## src/sha256_pkg.sv

```systemverilog
`timescale 1ns / 1ps
package sha256_pkg;
   localparam int WordWidth = 32;
   localparam int BlockWords = 16;
   localparam int Rounds = 64;
   localparam int DigestWords = 8;

   typedef logic [31:0] word_type;

   typedef struct packed {
      logic [7:0] byte_value;
      logic       byte_present;
      logic       message_end;
   } req_type;

   typedef struct packed {
      logic [31:0] digest_word;
      logic        word_last;
   } rsp_type;

   // Controller to datapath.
   typedef struct packed {
      logic       load_byte;    // write byte into the block buffer
      logic [7:0] load_value;
      logic [5:0] load_pos;
      logic       round_start;  // copy chaining hash into working variables
      logic       round_step;   // one compression round
      logic [5:0] round_index;
      logic       round_finish; // add working variables into the chaining hash
      logic       hash_init;    // reload initial hash values
      logic       digest_shift; // rotate chaining hash by one word
   } cmd_type;

   localparam word_type RoundK [64] = '{
      32'h428a2f98,32'h71374491,32'hb5c0fbcf,32'he9b5dba5,32'h3956c25b,32'h59f111f1,
      32'h923f82a4,32'hab1c5ed5,32'hd807aa98,32'h12835b01,32'h243185be,32'h550c7dc3,
      32'h72be5d74,32'h80deb1fe,32'h9bdc06a7,32'hc19bf174,32'he49b69c1,32'hefbe4786,
      32'h0fc19dc6,32'h240ca1cc,32'h2de92c6f,32'h4a7484aa,32'h5cb0a9dc,32'h76f988da,
      32'h983e5152,32'ha831c66d,32'hb00327c8,32'hbf597fc7,32'hc6e00bf3,32'hd5a79147,
      32'h06ca6351,32'h14292967,32'h27b70a85,32'h2e1b2138,32'h4d2c6dfc,32'h53380d13,
      32'h650a7354,32'h766a0abb,32'h81c2c92e,32'h92722c85,32'ha2bfe8a1,32'ha81a664b,
      32'hc24b8b70,32'hc76c51a3,32'hd192e819,32'hd6990624,32'hf40e3585,32'h106aa070,
      32'h19a4c116,32'h1e376c08,32'h2748774c,32'h34b0bcb5,32'h391c0cb3,32'h4ed8aa4a,
      32'h5b9cca4f,32'h682e6ff3,32'h748f82ee,32'h78a5636f,32'h84c87814,32'h8cc70208,
      32'h90befffa,32'ha4506ceb,32'hbef9a3f7,32'hc67178f2
   };

   localparam word_type InitialHash [8] = '{
      32'h6a09e667,32'hbb67ae85,32'h3c6ef372,32'ha54ff53a,
      32'h510e527f,32'h9b05688c,32'h1f83d9ab,32'h5be0cd19
   };

   localparam logic [7:0] PadByte = 8'h80;
   localparam logic [5:0] LengthPos = 6'd56;
endpackage

```

## src/sha256_if.sv

```systemverilog
`timescale 1ns / 1ps
interface sha256_req_if;
   logic valid;
   logic ready;
   sha256_pkg::req_type payload;
   modport source (output valid, output payload, input ready);
   modport sink (input valid, input payload, output ready);
endinterface

interface sha256_rsp_if;
   logic valid;
   logic ready;
   sha256_pkg::rsp_type payload;
   modport source (output valid, output payload, input ready);
   modport sink (input valid, input payload, output ready);
endinterface

```

## src/sha256_message_hasher.sv

```systemverilog
`timescale 1ns / 1ps
// SHA-256 hasher over a byte stream. Each request word carries one message byte, an
// end-of-message mark, or both; a byte arriving with the mark is included in the message.
// A byte that does not fill the 64-byte block is stored and the hasher stays ready. The
// 64th byte starts the compression: 64 rounds on one shared round unit at one round per
// cycle, then a fold into the chaining hash; no new byte is taken until it is done. At the
// end mark the controller writes the padding one byte per cycle up to the block end,
// compresses, and, when fewer than nine bytes were free, pads and compresses one more
// block. The digest then leaves as eight response words, most significant first, with
// word_last on the eighth; afterwards the initial hash values are reloaded for the next
// message. The bit length wraps modulo 2^64.
module sha256_message_hasher (
   input logic          clock,
   input logic          reset,
   sha256_req_if.sink   req,
   sha256_rsp_if.source rsp
);
   sha256_pkg::cmd_type  cmd;
   sha256_pkg::word_type digest_head;

   sha256_controller u_ctrl (
      .clock(clock), .reset(reset), .req(req), .rsp(rsp),
      .digest_head(digest_head), .cmd(cmd)
   );

   sha256_datapath u_dp (
      .clock(clock), .reset(reset), .cmd(cmd), .digest_head(digest_head)
   );

`ifndef ASSERT_OFF
   // Never take a request while a digest word is offered.
   assert property (@(posedge clock) disable iff (reset) !(req.ready && rsp.valid))
      else $error("request taken during digest output");
   // A compression and a digest rotation never coincide.
   assert property (@(posedge clock) disable iff (reset)
      !((cmd.round_step || cmd.round_finish) && cmd.digest_shift))
      else $error("round and digest shift together");
   // The last word completes the digest and returns to accepting requests.
   assert property (@(posedge clock) disable iff (reset)
      rsp.valid && rsp.ready && rsp.payload.word_last |=> req.ready)
      else $error("not idle after last digest word");
`endif
endmodule

```

## src/sha256_datapath.sv

```systemverilog
`timescale 1ns / 1ps
module sha256_datapath (
   input  logic                 clock,
   input  logic                 reset,
   input  sha256_pkg::cmd_type  cmd,
   output sha256_pkg::word_type digest_head
);
   // The block buffer holds sixteen big-endian words; byte 4r is the top byte of word r.
   sha256_pkg::word_type block_ff [16];
   sha256_pkg::word_type sched_ff [16];
   sha256_pkg::word_type work_ff [8];
   sha256_pkg::word_type work_in [8];
   sha256_pkg::word_type hash_ff [8];
   sha256_pkg::word_type w_cur, w_new, t1, t2, a, e, w2, w15, s0, s1;
   logic [3:0] slot;

   function automatic sha256_pkg::word_type rotr(sha256_pkg::word_type x, int n);
      return (x >> n) | (x << (32 - n));
   endfunction

   assign slot = cmd.round_index[3:0];
   assign w2 = sched_ff[4'(slot - 4'd2)];
   assign w15 = sched_ff[4'(slot - 4'd15)];
   assign s1 = rotr(w2, 17) ^ rotr(w2, 19) ^ (w2 >> 10);
   assign s0 = rotr(w15, 7) ^ rotr(w15, 18) ^ (w15 >> 3);
   assign w_new = s1 + sched_ff[4'(slot - 4'd7)] + s0 + sched_ff[slot];

   always_comb begin
      if (cmd.round_index[5:4] == 2'd0) begin
         w_cur = block_ff[slot];
      end else begin
         w_cur = w_new;
      end
      a = work_ff[0];
      e = work_ff[4];
      t1 = work_ff[7] + (rotr(e, 6) ^ rotr(e, 11) ^ rotr(e, 25))
         + ((e & work_ff[5]) ^ (~e & work_ff[6]))
         + sha256_pkg::RoundK[cmd.round_index] + w_cur;
      t2 = (rotr(a, 2) ^ rotr(a, 13) ^ rotr(a, 22))
         + ((a & work_ff[1]) ^ (a & work_ff[2]) ^ (work_ff[1] & work_ff[2]));
      work_in[7] = work_ff[6];
      work_in[6] = work_ff[5];
      work_in[5] = work_ff[4];
      work_in[4] = work_ff[3] + t1;
      work_in[3] = work_ff[2];
      work_in[2] = work_ff[1];
      work_in[1] = work_ff[0];
      work_in[0] = t1 + t2;
   end

   always_ff @(posedge clock) begin
      if (cmd.load_byte) begin
         block_ff[cmd.load_pos[5:2]][{~cmd.load_pos[1:0], 3'd0} +: 8] <= cmd.load_value;
      end
   end

   always_ff @(posedge clock) begin
      if (cmd.round_start) begin
         work_ff <= hash_ff;
      end else if (cmd.round_step) begin
         work_ff <= work_in;
         sched_ff[slot] <= w_cur;
      end
   end

   always_ff @(posedge clock) begin
      if (reset || cmd.hash_init) begin
         hash_ff <= sha256_pkg::InitialHash;
      end else if (cmd.round_finish) begin
         for (int i = 0; i < 8; i++) begin
            hash_ff[i] <= hash_ff[i] + work_ff[i];
         end
      end else if (cmd.digest_shift) begin
         for (int i = 0; i < 7; i++) begin
            hash_ff[i] <= hash_ff[i + 1];
         end
         hash_ff[7] <= hash_ff[0];
      end
   end

   assign digest_head = hash_ff[0];
endmodule

```

## src/sha256_controller.sv

```systemverilog
`timescale 1ns / 1ps
module sha256_controller (
   input  logic                 clock,
   input  logic                 reset,
   sha256_req_if.sink           req,
   sha256_rsp_if.source         rsp,
   input  sha256_pkg::word_type digest_head,
   output sha256_pkg::cmd_type  cmd
);
   localparam logic [2:0] StIdle   = 3'd0;
   localparam logic [2:0] StRound  = 3'd1;
   localparam logic [2:0] StFinish = 3'd2;
   localparam logic [2:0] StPad    = 3'd3;
   localparam logic [2:0] StEmit   = 3'd4;

   logic [2:0] state_ff, state_in;
   logic [5:0] fill_ff, fill_in;
   logic [63:0] len_ff, len_in;
   logic [5:0] round_ff, round_in;
   logic [2:0] emit_ff, emit_in;
   logic end_ff, end_in;       // finishing is pending after current compression
   logic extra_ff, extra_in;   // the next pad block is a length-only block
   logic padded_ff, padded_in; // current compression is the final block
   logic [5:0] pad_ff, pad_in;
   logic [7:0] pad_byte;

   // Padding byte at position pad_ff: 0x80 at the fill point, length bytes at the tail
   // of the final block, zero otherwise.
   always_comb begin
      if (pad_ff == fill_ff && !extra_ff) begin
         pad_byte = sha256_pkg::PadByte;
      end else if (pad_ff >= sha256_pkg::LengthPos && (extra_ff || fill_ff < 6'd56)) begin
         pad_byte = 8'(len_ff >> (6'd56 - {pad_ff[2:0], 3'd0}));
      end else begin
         pad_byte = 8'd0;
      end
   end

   assign req.ready = (state_ff == StIdle);
   assign rsp.valid = (state_ff == StEmit);
   assign rsp.payload.digest_word = digest_head;
   assign rsp.payload.word_last = (emit_ff == 3'd7);

   always_comb begin
      state_in = state_ff;
      fill_in = fill_ff;
      len_in = len_ff;
      round_in = round_ff;
      emit_in = emit_ff;
      end_in = end_ff;
      extra_in = extra_ff;
      padded_in = padded_ff;
      pad_in = pad_ff;
      cmd = '0;
      cmd.round_index = round_ff;
      cmd.load_value = pad_byte;
      cmd.load_pos = pad_ff;
      unique case (state_ff)
         StIdle: begin
            if (req.valid) begin
               if (req.payload.byte_present) begin
                  cmd.load_byte = 1'b1;
                  cmd.load_value = req.payload.byte_value;
                  cmd.load_pos = fill_ff;
                  fill_in = fill_ff + 6'd1;
                  len_in = len_ff + 64'd8;
               end
               end_in = req.payload.message_end;
               padded_in = 1'b0;
               extra_in = 1'b0;
               if (req.payload.byte_present && fill_ff == 6'd63) begin
                  cmd.round_start = 1'b1;
                  round_in = '0;
                  state_in = StRound;
               end else if (req.payload.message_end) begin
                  pad_in = fill_in;
                  state_in = StPad;
               end
            end
         end
         StPad: begin
            // Writes one padding byte a cycle from the fill point (byte 0 for a second pad block) to the block end.
            cmd.load_byte = 1'b1;
            pad_in = pad_ff + 6'd1;
            if (pad_ff == 6'd63) begin
               cmd.round_start = 1'b1;
               round_in = '0;
               padded_in = extra_ff || fill_ff < 6'd56;
               state_in = StRound;
            end
         end
         StRound: begin
            cmd.round_step = 1'b1;
            round_in = round_ff + 6'd1;
            if (round_ff == 6'd63) begin
               state_in = StFinish;
            end
         end
         StFinish: begin
            cmd.round_finish = 1'b1;
            if (padded_ff) begin
               emit_in = '0;
               state_in = StEmit;
            end else if (end_ff && fill_ff != 6'd0 && !extra_ff) begin
               // 0x80 did not leave room for the length: one more block.
               extra_in = 1'b1;
               pad_in = '0;
               state_in = StPad;
            end else if (end_ff) begin
               pad_in = '0;
               fill_in = '0;
               state_in = StPad;
            end else begin
               state_in = StIdle;
            end
         end
         StEmit: begin
            if (rsp.ready) begin
               cmd.digest_shift = 1'b1;
               emit_in = emit_ff + 3'd1;
               if (emit_ff == 3'd7) begin
                  cmd.digest_shift = 1'b0;
                  cmd.hash_init = 1'b1;
                  fill_in = '0;
                  len_in = '0;
                  end_in = 1'b0;
                  state_in = StIdle;
               end
            end
         end
         default: state_in = StIdle;
      endcase
   end

   always_ff @(posedge clock) begin
      if (reset) begin
         state_ff <= StIdle;
         fill_ff <= '0;
         len_ff <= '0;
         end_ff <= 1'b0;
         extra_ff <= 1'b0;
         padded_ff <= 1'b0;
         round_ff <= '0;
         emit_ff <= '0;
         pad_ff <= '0;
      end else begin
         state_ff <= state_in;
         fill_ff <= fill_in;
         len_ff <= len_in;
         end_ff <= end_in;
         extra_ff <= extra_in;
         padded_ff <= padded_in;
         round_ff <= round_in;
         emit_ff <= emit_in;
         pad_ff <= pad_in;
      end
   end
endmodule

```

## src/flat_wrapper.sv

```systemverilog
// flat-port wrapper written by rule: the top's interface ports become plain ports
module sha256_message_hasher_flat 
  (clock, reset, req_valid, req_payload, req_ready, rsp_valid, rsp_payload, rsp_ready);
  sha256_req_if req_i ();
  sha256_rsp_if rsp_i ();
  input logic clock;
  input logic reset;
  input wire logic [$bits(req_i.valid)-1:0] req_valid;
  input wire logic [$bits(req_i.payload)-1:0] req_payload;
  output wire logic [$bits(req_i.ready)-1:0] req_ready;
  output wire logic [$bits(rsp_i.valid)-1:0] rsp_valid;
  output wire logic [$bits(rsp_i.payload)-1:0] rsp_payload;
  input wire logic [$bits(rsp_i.ready)-1:0] rsp_ready;
  assign req_i.valid = req_valid;
  assign req_i.payload = req_payload;
  assign req_ready = req_i.ready;
  assign rsp_valid = rsp_i.valid;
  assign rsp_payload = rsp_i.payload;
  assign rsp_i.ready = rsp_ready;
  sha256_message_hasher u_core (.clock(clock), .reset(reset), .req(req_i), .rsp(rsp_i));
endmodule
```

## config.mk

```make
export PLATFORM = sky130hd
export DESIGN_NAME = sha256_message_hasher_flat
export DESIGN_NICKNAME = d
export VERILOG_FILES = /design/src/sha256_pkg.sv /design/src/sha256_if.sv /design/src/sha256_message_hasher.sv /design/src/sha256_datapath.sv /design/src/sha256_controller.sv /design/src/flat_wrapper.sv
export SDC_FILE = /design/constraint.sdc
export NUM_CORES = 2
export LEC_CHECK = 0
export BUFFER_PORTS_ARGS = -buffer_cell sky130_fd_sc_hd__buf_2
export CORE_MARGIN = 2
export CORE_UTILIZATION = 60
export DETAILED_ROUTE_END_ITERATION = 8
export PLACE_DENSITY = 0.76
export SYNTH_ARGS = -nofsm -noshare
export SYNTH_HDL_FRONTEND = slang
export SYNTH_SLANG_ARGS = --single-unit
```

## constraint.sdc

```tcl
create_clock -name clock -period 24.4 [get_ports clock]
set_input_delay 4.88 -clock clock [delete_from_list [all_inputs] [get_ports clock]]
set_output_delay 4.88 -clock clock [all_outputs]
set_load 0.02 [all_outputs]
```

==> results.sh <==
export IMPL_status="completed"
export IMPL_grt_overflow=0
export IMPL_yosys_top_cells_area="edfxtp_1 (37%), mux4_2 (15%), dfxtp_1 (6.8%), ha_1 (5.1%), nand2_1 (5.0%)"
export IMPL_yosysWarnings=0
export IMPL_numCtsBuffers=173
export IMPL_synth_area_per_cell_sq_um=11.4
export IMPL_fin_skew_ns=0.0768
export IMPL_r2r_end="u_core.u_dp.a[31]$_DFFE_PP_"
export IMPL_initial_utilization_pct=60.5
export IMPL_whs_endpoint="u_core.u_dp.hash_ff[194]$_SDFFE_PP1P_"
export IMPL_die_area_sq_um=174000
export IMPL_final_setup_tns_ns=0
export IMPL_grtUsageMet2_pct=60.4
export IMPL_finalCriticalPeriod_ns=15.43
export IMPL_grt_busiest_layer="met2"
export IMPL_numClockSinks=1628
export IMPL_r2r_start="u_core.u_ctrl.round_ff[0]$_SDFFE_PP0P_"
export IMPL_vias=77263
export IMPL_cp_arrival_ns=16.09
export IMPL_die_h_um=418
export IMPL_worstHoldStart="u_core.u_dp.hash_ff[194]$_SDFFE_PP1P_"
export IMPL_ys_async_sr_fraction_pct=0
export IMPL_place_congestion=1.04
export IMPL_setup_viol=0
export IMPL_drc=0
export IMPL_antenna_found_initial=4
export IMPL_grt_total_usage_pct=38.0
export IMPL_rr_worst_depth=50
export IMPL_worstPathRequired_ns=25.05
export IMPL_slowest_delay_ns=0.86
export IMPL_synthTopCellsByCount="nand2_1 (1,357), edfxtp_1 (1,280), mux4_2 (683), a21oi_1 (564), nor2_1 (527)"
export IMPL_grt_pass1_wl_um=491000
export IMPL_startpoint_type="flop"
export IMPL_routed_wl_um=334000
export IMPL_clock_path_buffers=3
export IMPL_rsz0062_at_grt="false"
export IMPL_synth_area_leader_cell="edfxtp_1"
export IMPL_yosys_most_used_dff="edfxtp_1"
export IMPL_drt_pass1_iterations=6
export IMPL_grt_max_degree=170
export IMPL_nets=9401
export IMPL_drtIter0Drc=10754
export IMPL_cts_setup_buffers=0
export IMPL_holdBufCountCts=0
export IMPL_netlist_area_sq_um=103000
export IMPL_n_fill_cell=12450
export IMPL_synth_cells=8968
export IMPL_core_rowCount=151
export IMPL_core_sq_um=170000
export IMPL_post_route_period_util_pct=63.3
export IMPL_slew_violations=0
export IMPL_grt_util_met3_pct=7.40
export IMPL_cts_root_buf="clkbuf_16"
export IMPL_timing_fmax_mhz=64.8
export IMPL_critical_path_class="reg2reg"
export IMPL_worstSetupEndpointType="flop"
export IMPL_die_x_um=418
export IMPL_synth_cell_types=96
export IMPL_clk_latency_ns=0.89
export IMPL_synth_most_common_cell="nand2_1"
export IMPL_hold_class="reg2reg"
export IMPL_cts_resized=0
export IMPL_port_buffers=48
export IMPL_synth_seq_cells=1628
export IMPL_clk_pin_slew_ns=0.06
export IMPL_io_pins=49
export IMPL_postRouteAntennaNets=0
export IMPL_synth_top_area_share_pct=37.5
export IMPL_h_tree_depth=4
export IMPL_synthesis_nets=9597
export IMPL_min_delay_path_depth=2
export IMPL_yosysSeqAreaShare_pct=44.3
export IMPL_drive_gt1_share_pct=14.2
export IMPL_hpwl_um=225000
export IMPL_grt_pass1_vias=75448
export IMPL_viasPerCell=6.94
export IMPL_tightest_slew_ns=1.34
export IMPL_wire_per_inst_um=30.0
export IMPL_cp_max_fo=50
export IMPL_use_met1_pct=48.3
export IMPL_synth_edf_count=1280
export IMPL_area_delta_synth_final_pct=7.77
export IMPL_worst_path_max_delay_cell="buf_4"
export IMPL_reg2reg_slack_ns=8.97
export IMPL_drv_cap=0
export IMPL_cts_tree="yes"
export IMPL_slew_headroom_pct=8.55
export IMPL_hold_viol_final=0
==> flip-flops by register name (all words and copies together), names as in the netlist, 32 cells and up, named ones only <==
signal	count
u_core.u_ctrl.len_ff	61
u_core.u_dp.a	32
u_core.u_dp.block_ff	512
u_core.u_dp.digest_head	32
u_core.u_dp.e	32
u_core.u_dp.hash_ff	224
u_core.u_dp.sched_ff	512
u_core.u_dp.work_ff	192
==> layout make-up <==
cell class	instances	area, sq um	area share [%]
inverter	480	1800	1.63
antenna	1	2.50	0.00226
timing repair buffer	174	1300	1.17
clock inverter	95	1160	1.05
sequential	1628	45400	41.1
tap	2218	2780	2.51
clock buffer	226	4690	4.24
multi-input combinational	6315	53400	48.3
==> metrics by stage <==
step	hold WS [ns]	utilization (%)	instance area, sq um	instances	worst slack (ns)
floorplan	0.448	-	103000	8968	10.65
global placement	0.461	61.7	105000	10814	9.32
detailed placement	0.478	61.7	105000	10814	9.20
CTS	0.488	65.2	111000	11135	9.05
global route	0.507	65.2	111000	11136	7.98
finish	0.494	65.2	111000	11137	8.97
==> critical path: cells and delay by family, from the launching register on <==
kind            cells  cell delay, ns
compound gates     14            3.44
xor+xnor            5            1.00
fa+ha+maj          10            4.22
buf+inv            10            2.97
flops               1            0.69
mux                 2            1.18
simple gates        9            1.65
==> how the worst max path moves through the flow <==
| stage | cells after the start | slack [ns] | end | start |
|---|---|---|---|---|
| 6_report | 50 | 8.97 | u_core.u_dp.a[31]$_DFFE_PP_ | u_core.u_ctrl.round_ff[0]$_SDFFE_PP0P_ |
| 5_1_grt | 51 | 7.98 | u_core.u_dp.a[31]$_DFFE_PP_ | u_core.u_ctrl.round_ff[0]$_SDFFE_PP0P_ |
| 4_1_cts | 50 | 9.05 | u_core.u_dp.a[31]$_DFFE_PP_ | u_core.u_ctrl.round_ff[0]$_SDFFE_PP0P_ |
| 3_5_place_dp | 50 | 9.20 | u_core.u_dp.a[31]$_DFFE_PP_ | u_core.u_ctrl.round_ff[0]$_SDFFE_PP0P_ |
| 3_3_place_gp | 50 | 9.32 | u_core.u_dp.a[31]$_DFFE_PP_ | u_core.u_ctrl.round_ff[0]$_SDFFE_PP0P_ |
| 2_1_floorplan | 57 | 10.65 | u_core.u_dp.a[29]$_DFFE_PP_ | u_core.u_ctrl.round_ff[1]$_SDFFE_PP0P_ |
==> placed cells by master (no fill, tap or decap), types with 53 or more instances in the layout <==
master | netlist | routed
a221oi_1 | 62 | 62
buf_4 | 35 | 117
fa_1 | 195 | 195
xnor2_1 | 394 | 394
nand3_1 | 135 | 135
mux4_2 | 683 | 683
nand2b_1 | 66 | 64
and3_1 | 60 | 57
a31oi_1 | 53 | 53
o21ai_1 | 71 | 71
clkbuf_16 | 0 | 174
xor2_1 | 217 | 217
nor3_1 | 104 | 103
a21oi_1 | 564 | 563
nand2_1 | 1357 | 1356
ha_1 | 420 | 416
nor2b_1 | 56 | 56
o21a_1 | 66 | 66
o21ai_0 | 342 | 341
mux2i_1 | 53 | 53
a211oi_1 | 59 | 59
a21o_1 | 223 | 222
dfxtp_1 | 348 | 338
inv_1 | 473 | 473
edfxtp_1 | 1280 | 1280
nor2_1 | 527 | 509
==> metal layers <==
metal / up-vias / wire, um
met2: 5322 / 156000
met3: 1073 / 35500
li1: 32767 / -
met4: 4 / 24400
met5: - / 15
met1: 38097 / 118000
==> logic make-up (layout without fill, tap and decap cells) <==
| logic type | count (synthesis) | count (layout) | share of synthesized area [%] |
|---|---|---|---|
| compound gates | 1800 | 1800 | 11.0 |
| xor+xnor | 615 | 615 | 5.31 |
| fa+ha+maj | 620 | 620 | 8.98 |
| buf+inv | 1025 | 975 | 3.93 |
| flops | 1628 | 1628 | 44.3 |
| mux | 778 | 778 | 16.0 |
| other cells | 0 | 1 | 0 |
| simple gates | 2502 | 2502 | 10.5 |
Power is not shown: default switching activity piles up to over one toggle a cycle in this logic, so the estimate is an artifact.
